--- src/hdl/smid_pkg.sv ---
package smid_pkg;

   localparam int CAPACITY_DEFAULT = 16;
   localparam int ELEM_W           = 32;
   localparam int KIND_W           = 2;

   // request kinds; the unused code behaves as a lookup
   localparam logic [KIND_W-1:0] KIND_LOOKUP = 2'd0;
   localparam logic [KIND_W-1:0] KIND_INSERT = 2'd1;
   localparam logic [KIND_W-1:0] KIND_DELETE = 2'd2;

   typedef enum logic [2:0] {
      ST_IDLE,
      ST_SCAN,
      ST_DECIDE,
      ST_DEL_WRITE,
      ST_FINISH
   } state_type;

   // controller -> datapath
   typedef struct packed {
      logic start;      // latch request, clear scan
      logic scan;       // issue next read, compare previous data
      logic ins_write;  // append element, count up
      logic del_read;   // read last entry
      logic del_write;  // move last entry into hit slot, count down
      logic refuse;     // insert refused, store full
      logic rsp_load;   // load result register
   } cmd_type;

   // datapath -> controller
   typedef struct packed {
      logic scan_done;
      logic is_insert;
      logic is_delete;
      logic present;
      logic full;
      logic rsp_free;
   } status_type;

endpackage

--- src/hdl/smid_ram.sv ---
module smid_ram #(
   parameter int WIDTH = 32,
   parameter int DEPTH = 16
) (
   input  logic                     clock,
   input  logic                     wr_en,
   input  logic [$clog2(DEPTH)-1:0] wr_addr,
   input  logic [WIDTH-1:0]         wr_data,
   input  logic                     rd_en,
   input  logic [$clog2(DEPTH)-1:0] rd_addr,
   output logic [WIDTH-1:0]         rd_data
);

   logic [WIDTH-1:0] mem_ff [DEPTH];
   logic [WIDTH-1:0] rd_data_ff;

   always_ff @(posedge clock) begin
      if (wr_en) begin
         mem_ff[wr_addr] <= wr_data;
      end
      if (rd_en) begin
         rd_data_ff <= mem_ff[rd_addr];
      end
   end

   assign rd_data = rd_data_ff;

endmodule

--- src/hdl/smid_ctrl.sv ---
module smid_ctrl (
   input  logic                  clock,
   input  logic                  reset,
   input  logic                  req_valid,
   output logic                  req_stall,
   input  smid_pkg::status_type  status,
   output smid_pkg::cmd_type     cmd
);

   smid_pkg::state_type state_ff;
   smid_pkg::state_type state_in;

   always_ff @(posedge clock) begin
      if (reset) begin
         state_ff <= smid_pkg::ST_IDLE;
      end else begin
         state_ff <= state_in;
      end
   end

   // next state
   always_comb begin
      state_in = state_ff;
      case (state_ff)
         smid_pkg::ST_IDLE: begin
            if (req_valid) begin
               state_in = smid_pkg::ST_SCAN;
            end
         end
         smid_pkg::ST_SCAN: begin
            if (status.scan_done) begin
               state_in = smid_pkg::ST_DECIDE;
            end
         end
         smid_pkg::ST_DECIDE: begin
            if (status.is_delete && status.present) begin
               state_in = smid_pkg::ST_DEL_WRITE;
            end else begin
               state_in = smid_pkg::ST_FINISH;
            end
         end
         smid_pkg::ST_DEL_WRITE: begin
            state_in = smid_pkg::ST_FINISH;
         end
         smid_pkg::ST_FINISH: begin
            if (status.rsp_free) begin
               state_in = smid_pkg::ST_IDLE;
            end
         end
         default: begin
            state_in = smid_pkg::ST_IDLE;
         end
      endcase
   end

   // outputs
   always_comb begin
      cmd       = '0;
      req_stall = 1'b1;
      case (state_ff)
         smid_pkg::ST_IDLE: begin
            req_stall = 1'b0;
            cmd.start = req_valid;
         end
         smid_pkg::ST_SCAN: begin
            cmd.scan = 1'b1;
         end
         smid_pkg::ST_DECIDE: begin
            if (status.is_insert && !status.present) begin
               cmd.ins_write = !status.full;
               cmd.refuse    = status.full;
            end
            cmd.del_read = status.is_delete && status.present;
         end
         smid_pkg::ST_DEL_WRITE: begin
            cmd.del_write = 1'b1;
         end
         smid_pkg::ST_FINISH: begin
            cmd.rsp_load = status.rsp_free;
         end
         default: begin
            cmd = '0;
         end
      endcase
   end

endmodule

--- src/hdl/smid_datapath.sv ---
module smid_datapath #(
   parameter int CAPACITY = smid_pkg::CAPACITY_DEFAULT
) (
   input  logic                                clock,
   input  logic                                reset,
   input  logic [smid_pkg::KIND_W-1:0]         req_kind,
   input  logic signed [smid_pkg::ELEM_W-1:0]  req_element,
   input  logic                                rsp_stall,
   output logic                                rsp_valid,
   output logic                                rsp_was_present,
   output logic [$clog2(CAPACITY+1)-1:0]       rsp_count,
   output logic                                rsp_full_refused,
   input  smid_pkg::cmd_type                   cmd,
   output smid_pkg::status_type                status
);

   localparam int AW = $clog2(CAPACITY);
   localparam int CW = $clog2(CAPACITY + 1);

   logic [smid_pkg::KIND_W-1:0] kind_ff, kind_in;
   logic [smid_pkg::ELEM_W-1:0] elem_ff, elem_in;
   logic [CW-1:0]               count_ff, count_in;
   logic [CW-1:0]               scan_idx_ff, scan_idx_in;
   logic                        cmp_valid_ff, cmp_valid_in;
   logic [AW-1:0]               cmp_idx_ff, cmp_idx_in;
   logic                        present_ff, present_in;
   logic [AW-1:0]               slot_ff, slot_in;
   logic                        refused_ff, refused_in;
   logic                        rsp_valid_ff, rsp_valid_in;
   logic                        rsp_present_ff, rsp_present_in;
   logic [CW-1:0]               rsp_count_ff, rsp_count_in;
   logic                        rsp_refused_ff, rsp_refused_in;

   logic [CW-1:0]               last_idx;
   logic                        issue;
   logic                        hit;
   logic                        wr_en;
   logic [AW-1:0]               wr_addr;
   logic [smid_pkg::ELEM_W-1:0] wr_data;
   logic                        rd_en;
   logic [AW-1:0]               rd_addr;
   logic [smid_pkg::ELEM_W-1:0] rd_data;

   assign last_idx = count_ff - CW'(1);
   assign issue    = scan_idx_ff != count_ff;
   assign hit      = cmp_valid_ff && (rd_data == elem_ff);

   always_comb begin
      // the last entry is compared in the first cycle with nothing left to issue
      status.scan_done = hit || !issue;
      status.is_insert = kind_ff == smid_pkg::KIND_INSERT;
      status.is_delete = kind_ff == smid_pkg::KIND_DELETE;
      status.present   = present_ff;
      status.full      = count_ff == CW'(CAPACITY);
      status.rsp_free  = !rsp_valid_ff || !rsp_stall;
   end

   // store ports
   always_comb begin
      wr_en   = cmd.ins_write || cmd.del_write;
      wr_addr = cmd.del_write ? slot_ff : count_ff[AW-1:0];
      wr_data = cmd.del_write ? rd_data : elem_ff;
      rd_en   = (cmd.scan && issue) || cmd.del_read;
      rd_addr = cmd.del_read ? last_idx[AW-1:0] : scan_idx_ff[AW-1:0];
   end

   always_comb begin
      kind_in        = kind_ff;
      elem_in        = elem_ff;
      count_in       = count_ff;
      scan_idx_in    = scan_idx_ff;
      cmp_valid_in   = cmp_valid_ff;
      cmp_idx_in     = cmp_idx_ff;
      present_in     = present_ff;
      slot_in        = slot_ff;
      refused_in     = refused_ff;
      rsp_valid_in   = rsp_valid_ff && rsp_stall;
      rsp_present_in = rsp_present_ff;
      rsp_count_in   = rsp_count_ff;
      rsp_refused_in = rsp_refused_ff;

      if (cmd.start) begin
         kind_in      = req_kind;
         elem_in      = req_element;
         scan_idx_in  = '0;
         cmp_valid_in = 1'b0;
         present_in   = 1'b0;
         refused_in   = 1'b0;
      end
      // one read issued and one compare per cycle
      if (cmd.scan) begin
         cmp_valid_in = issue;
         if (issue) begin
            scan_idx_in = scan_idx_ff + CW'(1);
            cmp_idx_in  = scan_idx_ff[AW-1:0];
         end
         if (hit) begin
            present_in = 1'b1;
            slot_in    = cmp_idx_ff;
         end
      end
      if (cmd.ins_write) begin
         count_in = count_ff + CW'(1);
      end
      if (cmd.del_write) begin
         count_in = last_idx;
      end
      if (cmd.refuse) begin
         refused_in = 1'b1;
      end
      if (cmd.rsp_load) begin
         rsp_valid_in   = 1'b1;
         rsp_present_in = present_ff;
         rsp_count_in   = count_ff;
         rsp_refused_in = refused_ff;
      end
   end

   always_ff @(posedge clock) begin
      if (reset) begin
         count_ff     <= '0;
         cmp_valid_ff <= 1'b0;
         rsp_valid_ff <= 1'b0;
      end else begin
         count_ff     <= count_in;
         cmp_valid_ff <= cmp_valid_in;
         rsp_valid_ff <= rsp_valid_in;
      end
   end

   always_ff @(posedge clock) begin
      kind_ff        <= kind_in;
      elem_ff        <= elem_in;
      scan_idx_ff    <= scan_idx_in;
      cmp_idx_ff     <= cmp_idx_in;
      present_ff     <= present_in;
      slot_ff        <= slot_in;
      refused_ff     <= refused_in;
      rsp_present_ff <= rsp_present_in;
      rsp_count_ff   <= rsp_count_in;
      rsp_refused_ff <= rsp_refused_in;
   end

   smid_ram #(
      .WIDTH (smid_pkg::ELEM_W),
      .DEPTH (CAPACITY)
   ) u_store (
      .clock   (clock),
      .wr_en   (wr_en),
      .wr_addr (wr_addr),
      .wr_data (wr_data),
      .rd_en   (rd_en),
      .rd_addr (rd_addr),
      .rd_data (rd_data)
   );

   assign rsp_valid        = rsp_valid_ff;
   assign rsp_was_present  = rsp_present_ff;
   assign rsp_count        = rsp_count_ff;
   assign rsp_full_refused = rsp_refused_ff;

endmodule

--- src/hdl/set_member_insert_delete_core.sv ---
// Set store for up to CAPACITY signed 32-bit values, kept as an unsorted array
// in a single-port-read RAM plus a member count. Each request word (lookup,
// insert or delete) returns one result word with the prior presence flag, the
// count after the request and a flag for an insert refused on a full store.
// When the element is absent a request reads every stored entry (one RAM read
// per entry, compared in the next cycle, then decide and respond); a hit ends
// the scan early, and a delete adds a step to move the last entry into the
// freed slot; the scan through the RAM read port sets the request time.
// Requests are taken one at a time; the result sits in an output register, so
// the next request is taken while an earlier result is still stalled.
module set_member_insert_delete_core #(
   parameter int CAPACITY = smid_pkg::CAPACITY_DEFAULT
) (
   input  logic                                clock,
   input  logic                                reset,
   input  logic                                req_valid,
   output logic                                req_stall,
   input  logic [smid_pkg::KIND_W-1:0]         req_kind,
   input  logic signed [smid_pkg::ELEM_W-1:0]  req_element,
   output logic                                rsp_valid,
   input  logic                                rsp_stall,
   output logic                                rsp_was_present,
   output logic [$clog2(CAPACITY+1)-1:0]       rsp_count,
   output logic                                rsp_full_refused
);

   smid_pkg::cmd_type    cmd;
   smid_pkg::status_type status;

   smid_ctrl u_ctrl (
      .clock     (clock),
      .reset     (reset),
      .req_valid (req_valid),
      .req_stall (req_stall),
      .status    (status),
      .cmd       (cmd)
   );

   smid_datapath #(
      .CAPACITY (CAPACITY)
   ) u_datapath (
      .clock            (clock),
      .reset            (reset),
      .req_kind         (req_kind),
      .req_element      (req_element),
      .rsp_stall        (rsp_stall),
      .rsp_valid        (rsp_valid),
      .rsp_was_present  (rsp_was_present),
      .rsp_count        (rsp_count),
      .rsp_full_refused (rsp_full_refused),
      .cmd              (cmd),
      .status           (status)
   );

endmodule

--- config.mk ---
export PLATFORM = sky130hd
export DESIGN_NAME = set_member_insert_delete_core
export DESIGN_NICKNAME = d
export VERILOG_FILES = /design/src/hdl/smid_pkg.sv /design/src/hdl/smid_ram.sv /design/src/hdl/smid_ctrl.sv /design/src/hdl/smid_datapath.sv /design/src/hdl/set_member_insert_delete_core.sv
export SDC_FILE = /design/constraint.sdc
export NUM_CORES = 1
export LEC_CHECK = 0
export ABC_AREA = 0
export ABC_CLOCK_PERIOD_IN_PS = 8100
export BUFFER_PORTS_ARGS = -buffer_cell sky130_fd_sc_hd__buf_2
export CAP_MARGIN = 20
export CELL_PAD_IN_SITES_DETAIL_PLACEMENT = 0
export CELL_PAD_IN_SITES_GLOBAL_PLACEMENT = 1
export CORE_ASPECT_RATIO = 1.1
export CORE_MARGIN = 4
export CORE_UTILIZATION = 55
export DETAILED_ROUTE_END_ITERATION = 6
export PLACE_DENSITY = 0.89
export SLEW_MARGIN = 20
export SYNTH_ARGS = -nofsm -noshare
export SYNTH_HDL_FRONTEND = slang
export SYNTH_HIERARCHICAL = 1
export SYNTH_SLANG_ARGS = --single-unit
--- constraint.sdc ---
create_clock -name clock -period 8.1 [get_ports clock]
set_input_delay 1.62 -clock clock [delete_from_list [all_inputs] [get_ports clock]]
set_output_delay 1.62 -clock clock [all_outputs]
set_load 0.01 [all_outputs]
==> results.md, run 1 <==
Timing:
- The measured slew at the worst slew-check pin is 1.14 ns.
- The achievable frequency is 245 MHz.
- Headroom to the max-slew limit came out at 0.241.
- The worst clock skew is 0.0219 ns.
- For the final routed database, the setup TNS stands at 0 ns.
- The count of endpoints failing hold in the final timing report is 0.
- Setup repair after global routing left no endpoint under its margin.
- The hold slack is 0.421 ns.
- Dividing the final minimum period by the clock period gives 0.503.
- The final setup violation count is 0.
- After layout, the minimum clock period comes to 4.07 ns.
- The final number of max-transition violations is 0.

Die:
- The die covers 0.0460 sq mm.
- The core region is 0.0422 sq mm.
- The initial standard-cell utilization of the core is 0.556.
- The die is 225 um tall.
- The die extent in x is 205 um.
- The floorplan has 79 rows.
- 47 I/O pins were placed.

Worst setup path:
- The path depth of the worst reg2reg path is 7.
- The setup slack on the worst flop-to-flop path is 4.03 ns.
- The type of element launching the critical path is a register.
- The arrival time at the worst endpoint is 4.32 ns.
- In this run the worst path has a maximum fanout of 46.
- The launching element of the worst setup path is u_ctrl/state_ff[1].
- The reg-to-reg startpoint is u_ctrl/state_ff[1].
- In this run the critical register-to-register path is captured at u_datapath/u_store/mem_ff[8][11].
- The data required time at the worst endpoint is 8.35 ns.
- The worst setup path is captured at a register.
- The setup path with the least slack is of type register to register.

Synth:
- Yosys instantiated no cell more often than edfxtp_1.
- When the netlist entered floorplanning its net count stood at 1142.
- Yosys printed 6 warnings.
- The portion of synthesized cell area occupied by the leading cell type is 0.759.
- Yosys attributes the largest share of cell area to edfxtp_1 76%, mux4_2 12%, a22oi_1 2.1%.
- After synthesis the netlist holds a flip-flop and latch count of 610.
- The mapped cell area is 0.0235 sq mm.
- The distinct cell type count of the synthesized netlist is 51.
- Yosys mapped a number of flops with a built-in enable equal to 593.
- The number of standard cells after synthesis is 1101.
- Among all flip-flop cells after synthesis, the most frequent one is edfxtp_1.
- Of all cell types, the one taking the most synthesized area is edfxtp_1.
- The share of synthesized registers carrying an async set or reset is 0.
- By count the netlist is led by 593 x edfxtp_1, 128 x mux4_2, 65 x a22oi_1.
- In this run the mean area of a mapped cell was 21.3 sq um.
- The share of synthesized area occupied by flip-flops and latches is 0.774.

Clocking:
- CTS placed an instance of clkbuf_16 at the clock tree root.
- The number of levels the H-tree was split into is 2.
- TritonCTS built the clock tree.
- The clock drives 610 sinks.
- After clock tree synthesis, the clock-pin slew on the worst setup and hold paths is 0.06 ns.
- The number of gates resized after CTS was 0.
- The later pin in the worst-skew pair is clocked with a latency of 0.61 ns.
- After clock tree synthesis, the setup repair step added 0 buffers.
- The total CTS buffers is 58.
- The number of buffers on the longest clock path is 3.
- The post-cts hold buffer count is 0.

Placement:
- The last weighted congestion value of the routability-driven placer is 0.772.
- The placed instance count is 1690.
- The quantity of I/O buffers inserted on ports is 46.
- Once detailed placement completed, the half-perimeter wirelength came to 25.3 mm.

Route:
- The first-iteration detailed-routing DRC count is 1694.
- The detail-routed via count per cell is 6.43.
- The final routed wirelength across all metal layers is 53.2 mm.
- In this run the remaining antenna-violating nets after routing total 0.
- After detailed routing, the average wire length per cell comes to 29.6 um.
- For this run, design rule violations remaining after detail routing come to 0.
- The first detailed-routing pass took 5 iterations.
- The detailed-route via count is 11500.

GRT:
- In the global route stage, overall resource usage came out at 0.235.
- The total overflow left after global routing is 0.
- The number of antenna violations at the first check in global routing came to 1.
- The largest net degree at the start of global routing is 54.
- The wire length of the first global-routing pass is 77.8 mm.
- The via count of the first global-routing pass was 11800.

Pwr:
- The worst-case IR drop observed on VDD is 0.000188 V.
- Summed over all cells, the static leakage comes to 8.28 nW.
- The power per cell area is 282 mW/mm^2.
- The total power is 7.54 mW.

Final layout:
- The area growth from synthesis to layout is 13.7%.
- The count of cells in the finished layout, fillers not included, comes to 1797.
- The number of antenna diodes in the final layout is 0.
- The core occupancy in the finished layout is 0.632.
- The number of nets in the finished design is 1224.
- The fraction of layout cells with a size suffix above 1 is 0.294.

Worst hold path:
- The startpoint of the most critical hold path is u_datapath/cmp_idx_ff[2].
- The endpoint of the worst hold path is u_datapath/slot_ff[2].
- Along the worst hold path, the cell count comes to 0.
- The worst hold path belongs to the class register to register.

Run:
- The total of max-cap violations is 0.

Outcome:
- The flow ran to the end, and the final reports show no timing, DRC or antenna violations.
## cell usage in the layout (no fill, tap or decap), drive strengths merged, types with 3 or more instances in the layout
cell type	count
dfxtp	17
a22oi	65
mux2	35
xor2	6
bufinv	16
nand4	5
ha	3
mux4	128
edfxtp	593
xnor2	35
inv	11
nand2b	4
nor3b	4
o21ai	8
nor3	8
a211oi	3
a21oi	7
nand3b	3
nand3	11
nor2	30
nor2b	7
nand2	40
buf	76
clkinvlp	4
clkbuf	66
clkinv	20
## where the power goes
part	total, mW	switching [mW]	leakage [nW]	internal, mW
Sequential	3.67	0.0484	5.49	3.62
Clock	3.01	1.16	1.03	1.84
Combinational	0.858	0.456	1.76	0.402
Total	7.54	1.67	8.28	5.87
## metrics by stage
step	setup slack [ns]	area [sq um]
after global routing	3.84	26700
after global placement	4.23	24500
final	4.03	26700
after detailed placement	4.07	24500
after CTS	4.05	26700
after floorplan	3.17	23500
## worst max path at each step
stage | to | slack [ns] | cells past startpoint
2_1_floorplan | u_datapath/u_store/mem_ff[0][0] | 3.17 | 7
3_3_place_gp | u_datapath/u_store/rd_data[22] | 4.23 | 10
3_5_place_dp | u_datapath/u_store/mem_ff[8][8] | 4.07 | 7
4_1_cts | u_datapath/u_store/mem_ff[8][11] | 4.05 | 7
5_1_grt | u_datapath/u_store/mem_ff[13][15] | 3.84 | 8
6_report | u_datapath/u_store/mem_ff[8][11] | 4.03 | 7
## cell type report
cell class,instances,area (sq um)
clock inverter,41,632
inverter,10,37.5
clock buffer,66,1500
timing repair buffer,76,475
sequential,610,18100
tap,567,709
fill,2702,15500
multi-input combinational,427,5170
## critical path: stages (launching register included)
cell and delay [ns]:
dfxtp_1 0.45, nor2b_1 0.29, and2_2 0.19, buf_4 0.60, mux2_2 0.44, nand3b_1 0.39
nor3_2 0.76, buf_4 0.56
## registers in the layout, indices dropped and copies added (netlist names)
name and cells:
u_datapath/u_store/rd_data 32, u_datapath/count_ff 5, u_datapath/refused_ff 1, u_datapath/cmp_idx_ff 4, u_datapath/rsp_valid 1, u_datapath/rsp_was_present 1
u_datapath/scan_idx_ff 5, u_datapath/present_ff 1, u_datapath/slot_ff 4, u_datapath/rsp_count 5, u_ctrl/state_ff 3, u_datapath/kind_ff 2
u_datapath/elem_ff 32, u_datapath/cmp_valid_ff 1, u_datapath/rsp_full_refused 1, u_datapath/u_store/mem_ff 512
## per-layer routing
metal / vias up / routed length (um) / track usage
met3: 111 / 5370 / 0.0443
met4: 2 / 1650 / 0.0854
li1: 4725 / - / -
met5: - / 13 / 0
met2: 713 / 26400 / 0.377
met1: 5998 / 19800 / 0.329
## cell families (layout without fill, tap and decap cells)
group,Yosys count,after routing,share of synthesized area
DFF,610,610,0.774
muxes,163,163,0.140
xor gates and xnor gates,41,41,0.0153
AOI/OAI and AO/OA,92,92,0.0287
and+or+nand+nor,128,128,0.0278
buffers and inverters,64,193,0.0133
adders and majority gates,3,3,0.00160
Power figures use the tool's default switching activity.
==> run 2, diff against run 1 <==
- ABC_CLOCK_PERIOD_IN_PS: 8100 -> 4100
- clock period: 8.1 -> 4.1 ns (I/O delays scaled with it)
==> results.md, run 2 (same netlist as run 1, synthesis figures left out) <==
Timing:
- Setup repair after global routing left no endpoint under its margin.
- The final number of max-transition violations is 0 (unchanged).
- The achievable frequency is 310 MHz (+26%).
- The portion of the clock cycle consumed by the worst path in the final layout was 0.787 (+0.284).
- The worst max-slew margin expressed relative to the limit is 0.386 (+0.145).
- The setup TNS was 0 ns (unchanged).
- The final setup violation count is 0 (unchanged).
- The measured slew at the worst slew-check pin is 0.912 ns (-0.226 ns).
- The worst clock skew is 0.0170 ns (-0.00486 ns).
- The least setup slack across all paths after layout was 0.872 ns (-3.15 ns).
- The count of endpoints failing hold in the final timing report is 0 (unchanged).
- The final period demand of the worst path is 3.23 ns (-0.845 ns).
- The hold slack is 0.382 ns (-0.0393 ns).

GRT:
- The total congestion overflow is 0 (unchanged).
- The overall routing resource usage was 0.228 (-0.00622).
- The routing usage on met1 is 0.320 (-0.00959).
- The met3 layer usage reported by global route was 0.0415 (-0.00274).
- The largest net degree at the start of global routing is 107 (+98%).
- The met2 track demand over resource is 0.366 (-0.0116).
- The busiest layer in global routing is met2.
- The wire length of the first global-routing pass is 76.9 mm (-1.1%).
- The number of antenna violations at the first check in global routing was 0 (-1).
- The via count of the first global-routing pass is 11800 (+0.017%).

Final layout:
- The most common cell after layout, fill and taps aside is edfxtp_1.
- In the layout the commonest cells are 593 x edfxtp_1, 128 x mux4_2, 65 x a22oi_1.
- The number of flip-flops under the largest register name is 512 (unchanged).
- The core occupancy in the finished layout is 0.630 (-0.00225).
- The number of antenna repair diodes is 0 (unchanged).
- The number of nets in the finished design is 1234 (+0.82%).
- From synthesis to final layout, the design area changed by 13.3%.
- The final cell count without fillers was 1806 (+0.50%).
- The fraction of layout cells with a size suffix above 1 is 0.292 (-0.00214).
- The final non-filler cell area was 0.0266 sq mm (-0.36%).
- The final-layout fill cell count is 2708 (+0.22%).
- The register with the most flip-flops in the final layout is u_datapath/u_store/mem_ff.
- The combined area of the multi-input logic cells is 0.00520 sq mm (+0.48%).
- The total area of sequential cells is 0.0181 sq mm (unchanged).

Route:
- The routed wirelength normalized by instance count is 28.4 um (-3.9%).
- The post-route antenna net violation count came to 0 (unchanged).
- The DRC violations left is 0 (unchanged).
- The number of optimization iterations in the first detailed-route pass is 5 (unchanged).
- The final routed wirelength across all metal layers is 51.4 mm (-3.5%).
- The detail-routed via count per cell is 6.36 (-1.0%).
- The first-iteration detailed-routing DRC count came to 1457 (-14%).
- The detailed-route via count came to 11500 (-0.50%).

Clocking:
- The post-cts hold buffer count came to 0 (unchanged).
- TritonCTS built the clock tree.
- The number of levels the H-tree was split into is 2 (unchanged).
- The root buffer cell chosen for the clock tree is clkbuf_16.
- The count of buffers added by post-CTS timing repair for setup is 0 (unchanged).
- The count of cells resized by post-cts repair is 0 (unchanged).
- The number of buffers on the longest clock path is 3 (unchanged).
- The clock net sink count was 610 (unchanged).
- The latest clock arrival within the worst-skew pair is 0.61 ns (about the same).
- The clock transition at the registers of the reported paths is 0.06 ns (about the same).
- The total CTS buffers is 56 (-3.4%).

Worst setup path:
- The data required time at the worst endpoint was 4.33 ns (-4.02 ns).
- The top fanout value on the critical path is 32 (-30%).
- The type of the setup path with the least slack is register to register.
- The arrival time at the worst endpoint was 3.46 ns (-0.86 ns).
- The type of element launching the critical path is a register.
- The kind of end point of the critical path is a register.

Placement:
- The placed instance count came to 1702 (+0.71%).
- The last weighted congestion value of the routability-driven placer is 0.765 (-0.87%).
- The placement-stage cell area is 0.0248 sq mm (+1.2%).
- The half-perimeter wire length of the detailed placement result is 27.7 mm (+9.6%).
- The quantity of I/O buffers inserted on ports was 46 (unchanged).
- The placement-stage worst setup slack is 0.900 ns (-3.17 ns).

Die:
- The standard cell core area is 0.0422 sq mm (unchanged).
- The die extent in x is 205 um (unchanged).
- The die outline area came to 0.0460 sq mm (unchanged).
- The number of placement rows is 79 (unchanged).
- The number of primary I/O pins is 47 (unchanged).
- The initial standard-cell utilization of the core is 0.556 (unchanged).
- The die outline height is 225 um (unchanged).

Pwr:
- The power per cell area was 527 mW/mm^2 (+87%).
- The worst-case vdd ir drop came to 0.000362 V (+93%).
- The total power is 14.0 mW (+86%).
- The static leakage power is 8.20 nW (-1.0%).

Outcome:
- The flow ran to the end, and the final reports show no timing, DRC or antenna violations.

Worst hold path:
- The min-delay analysis places its worst path in the category primary input to register.

Run:
- The total of max-cap violations was 0 (unchanged).
## run 2: changes by cell type in the layout (fill, tap and decap cells not counted), sizes merged
cell	change
bufinv	-12
buf	+12
clkbuf	+2
clkinv	+7
clkinvlp	-1
inv	+1
## run 2: path summary, 6_finish.rpt
path / from / to / slack, ns / depth (start not counted)
max: u_datapath/count_ff[0] / u_datapath/u_store/mem_ff[0][11] / 0.87 / 8
min: req_element[21] / u_datapath/elem_ff[21] / 0.38 / 1
max reg2reg: u_datapath/count_ff[0] / u_datapath/u_store/mem_ff[0][11] / 0.87 / 8
min reg2reg: u_datapath/cmp_idx_ff[3] / u_datapath/slot_ff[3] / 0.42 / 0
## run 2: final cells by class
type	count	area share
Clock buffer	68	0.0552
Clock inverter	36	0.0108
Inverter	10	0.00141
Multi-Input combinational cell	427	0.195
Sequential cell	610	0.683
Tap cell	567	0.0267
Timing Repair Buffer	88	0.0277
## run 2: power by group
part	internal [mW]	leakage [nW]	switching, mW	total [mW]
Combinational	0.836	1.85	0.926	1.76
Clock	2.80	0.857	2.20	5.00
Sequential	7.16	5.49	0.0985	7.26
Total	10.8	8.20	3.23	14.0
## run 2: worst max-delay path: stages, from the launching register on
cell and delay, ns:
dfxtp_1 0.49, inv_1 0.15, ha_1 0.27, nor4bb_1 0.17, nor2_1 0.26, or2_2 0.22
or3b_2 0.59, nor3_4 0.15, buf_4 0.55
## run 2: layer usage
| layer | vias to the layer above | share of wire | routed length [um] |
|---|---|---|---|
| met1 | 5954 | 0.37 | 19000 |
| li1 | 4748 | - | - |
| met5 | - | 0 | 0 |
| met4 | 0 | 0.038 | 1940 |
| met2 | 670 | 0.49 | 25400 |
| met3 | 119 | 0.098 | 5020 |
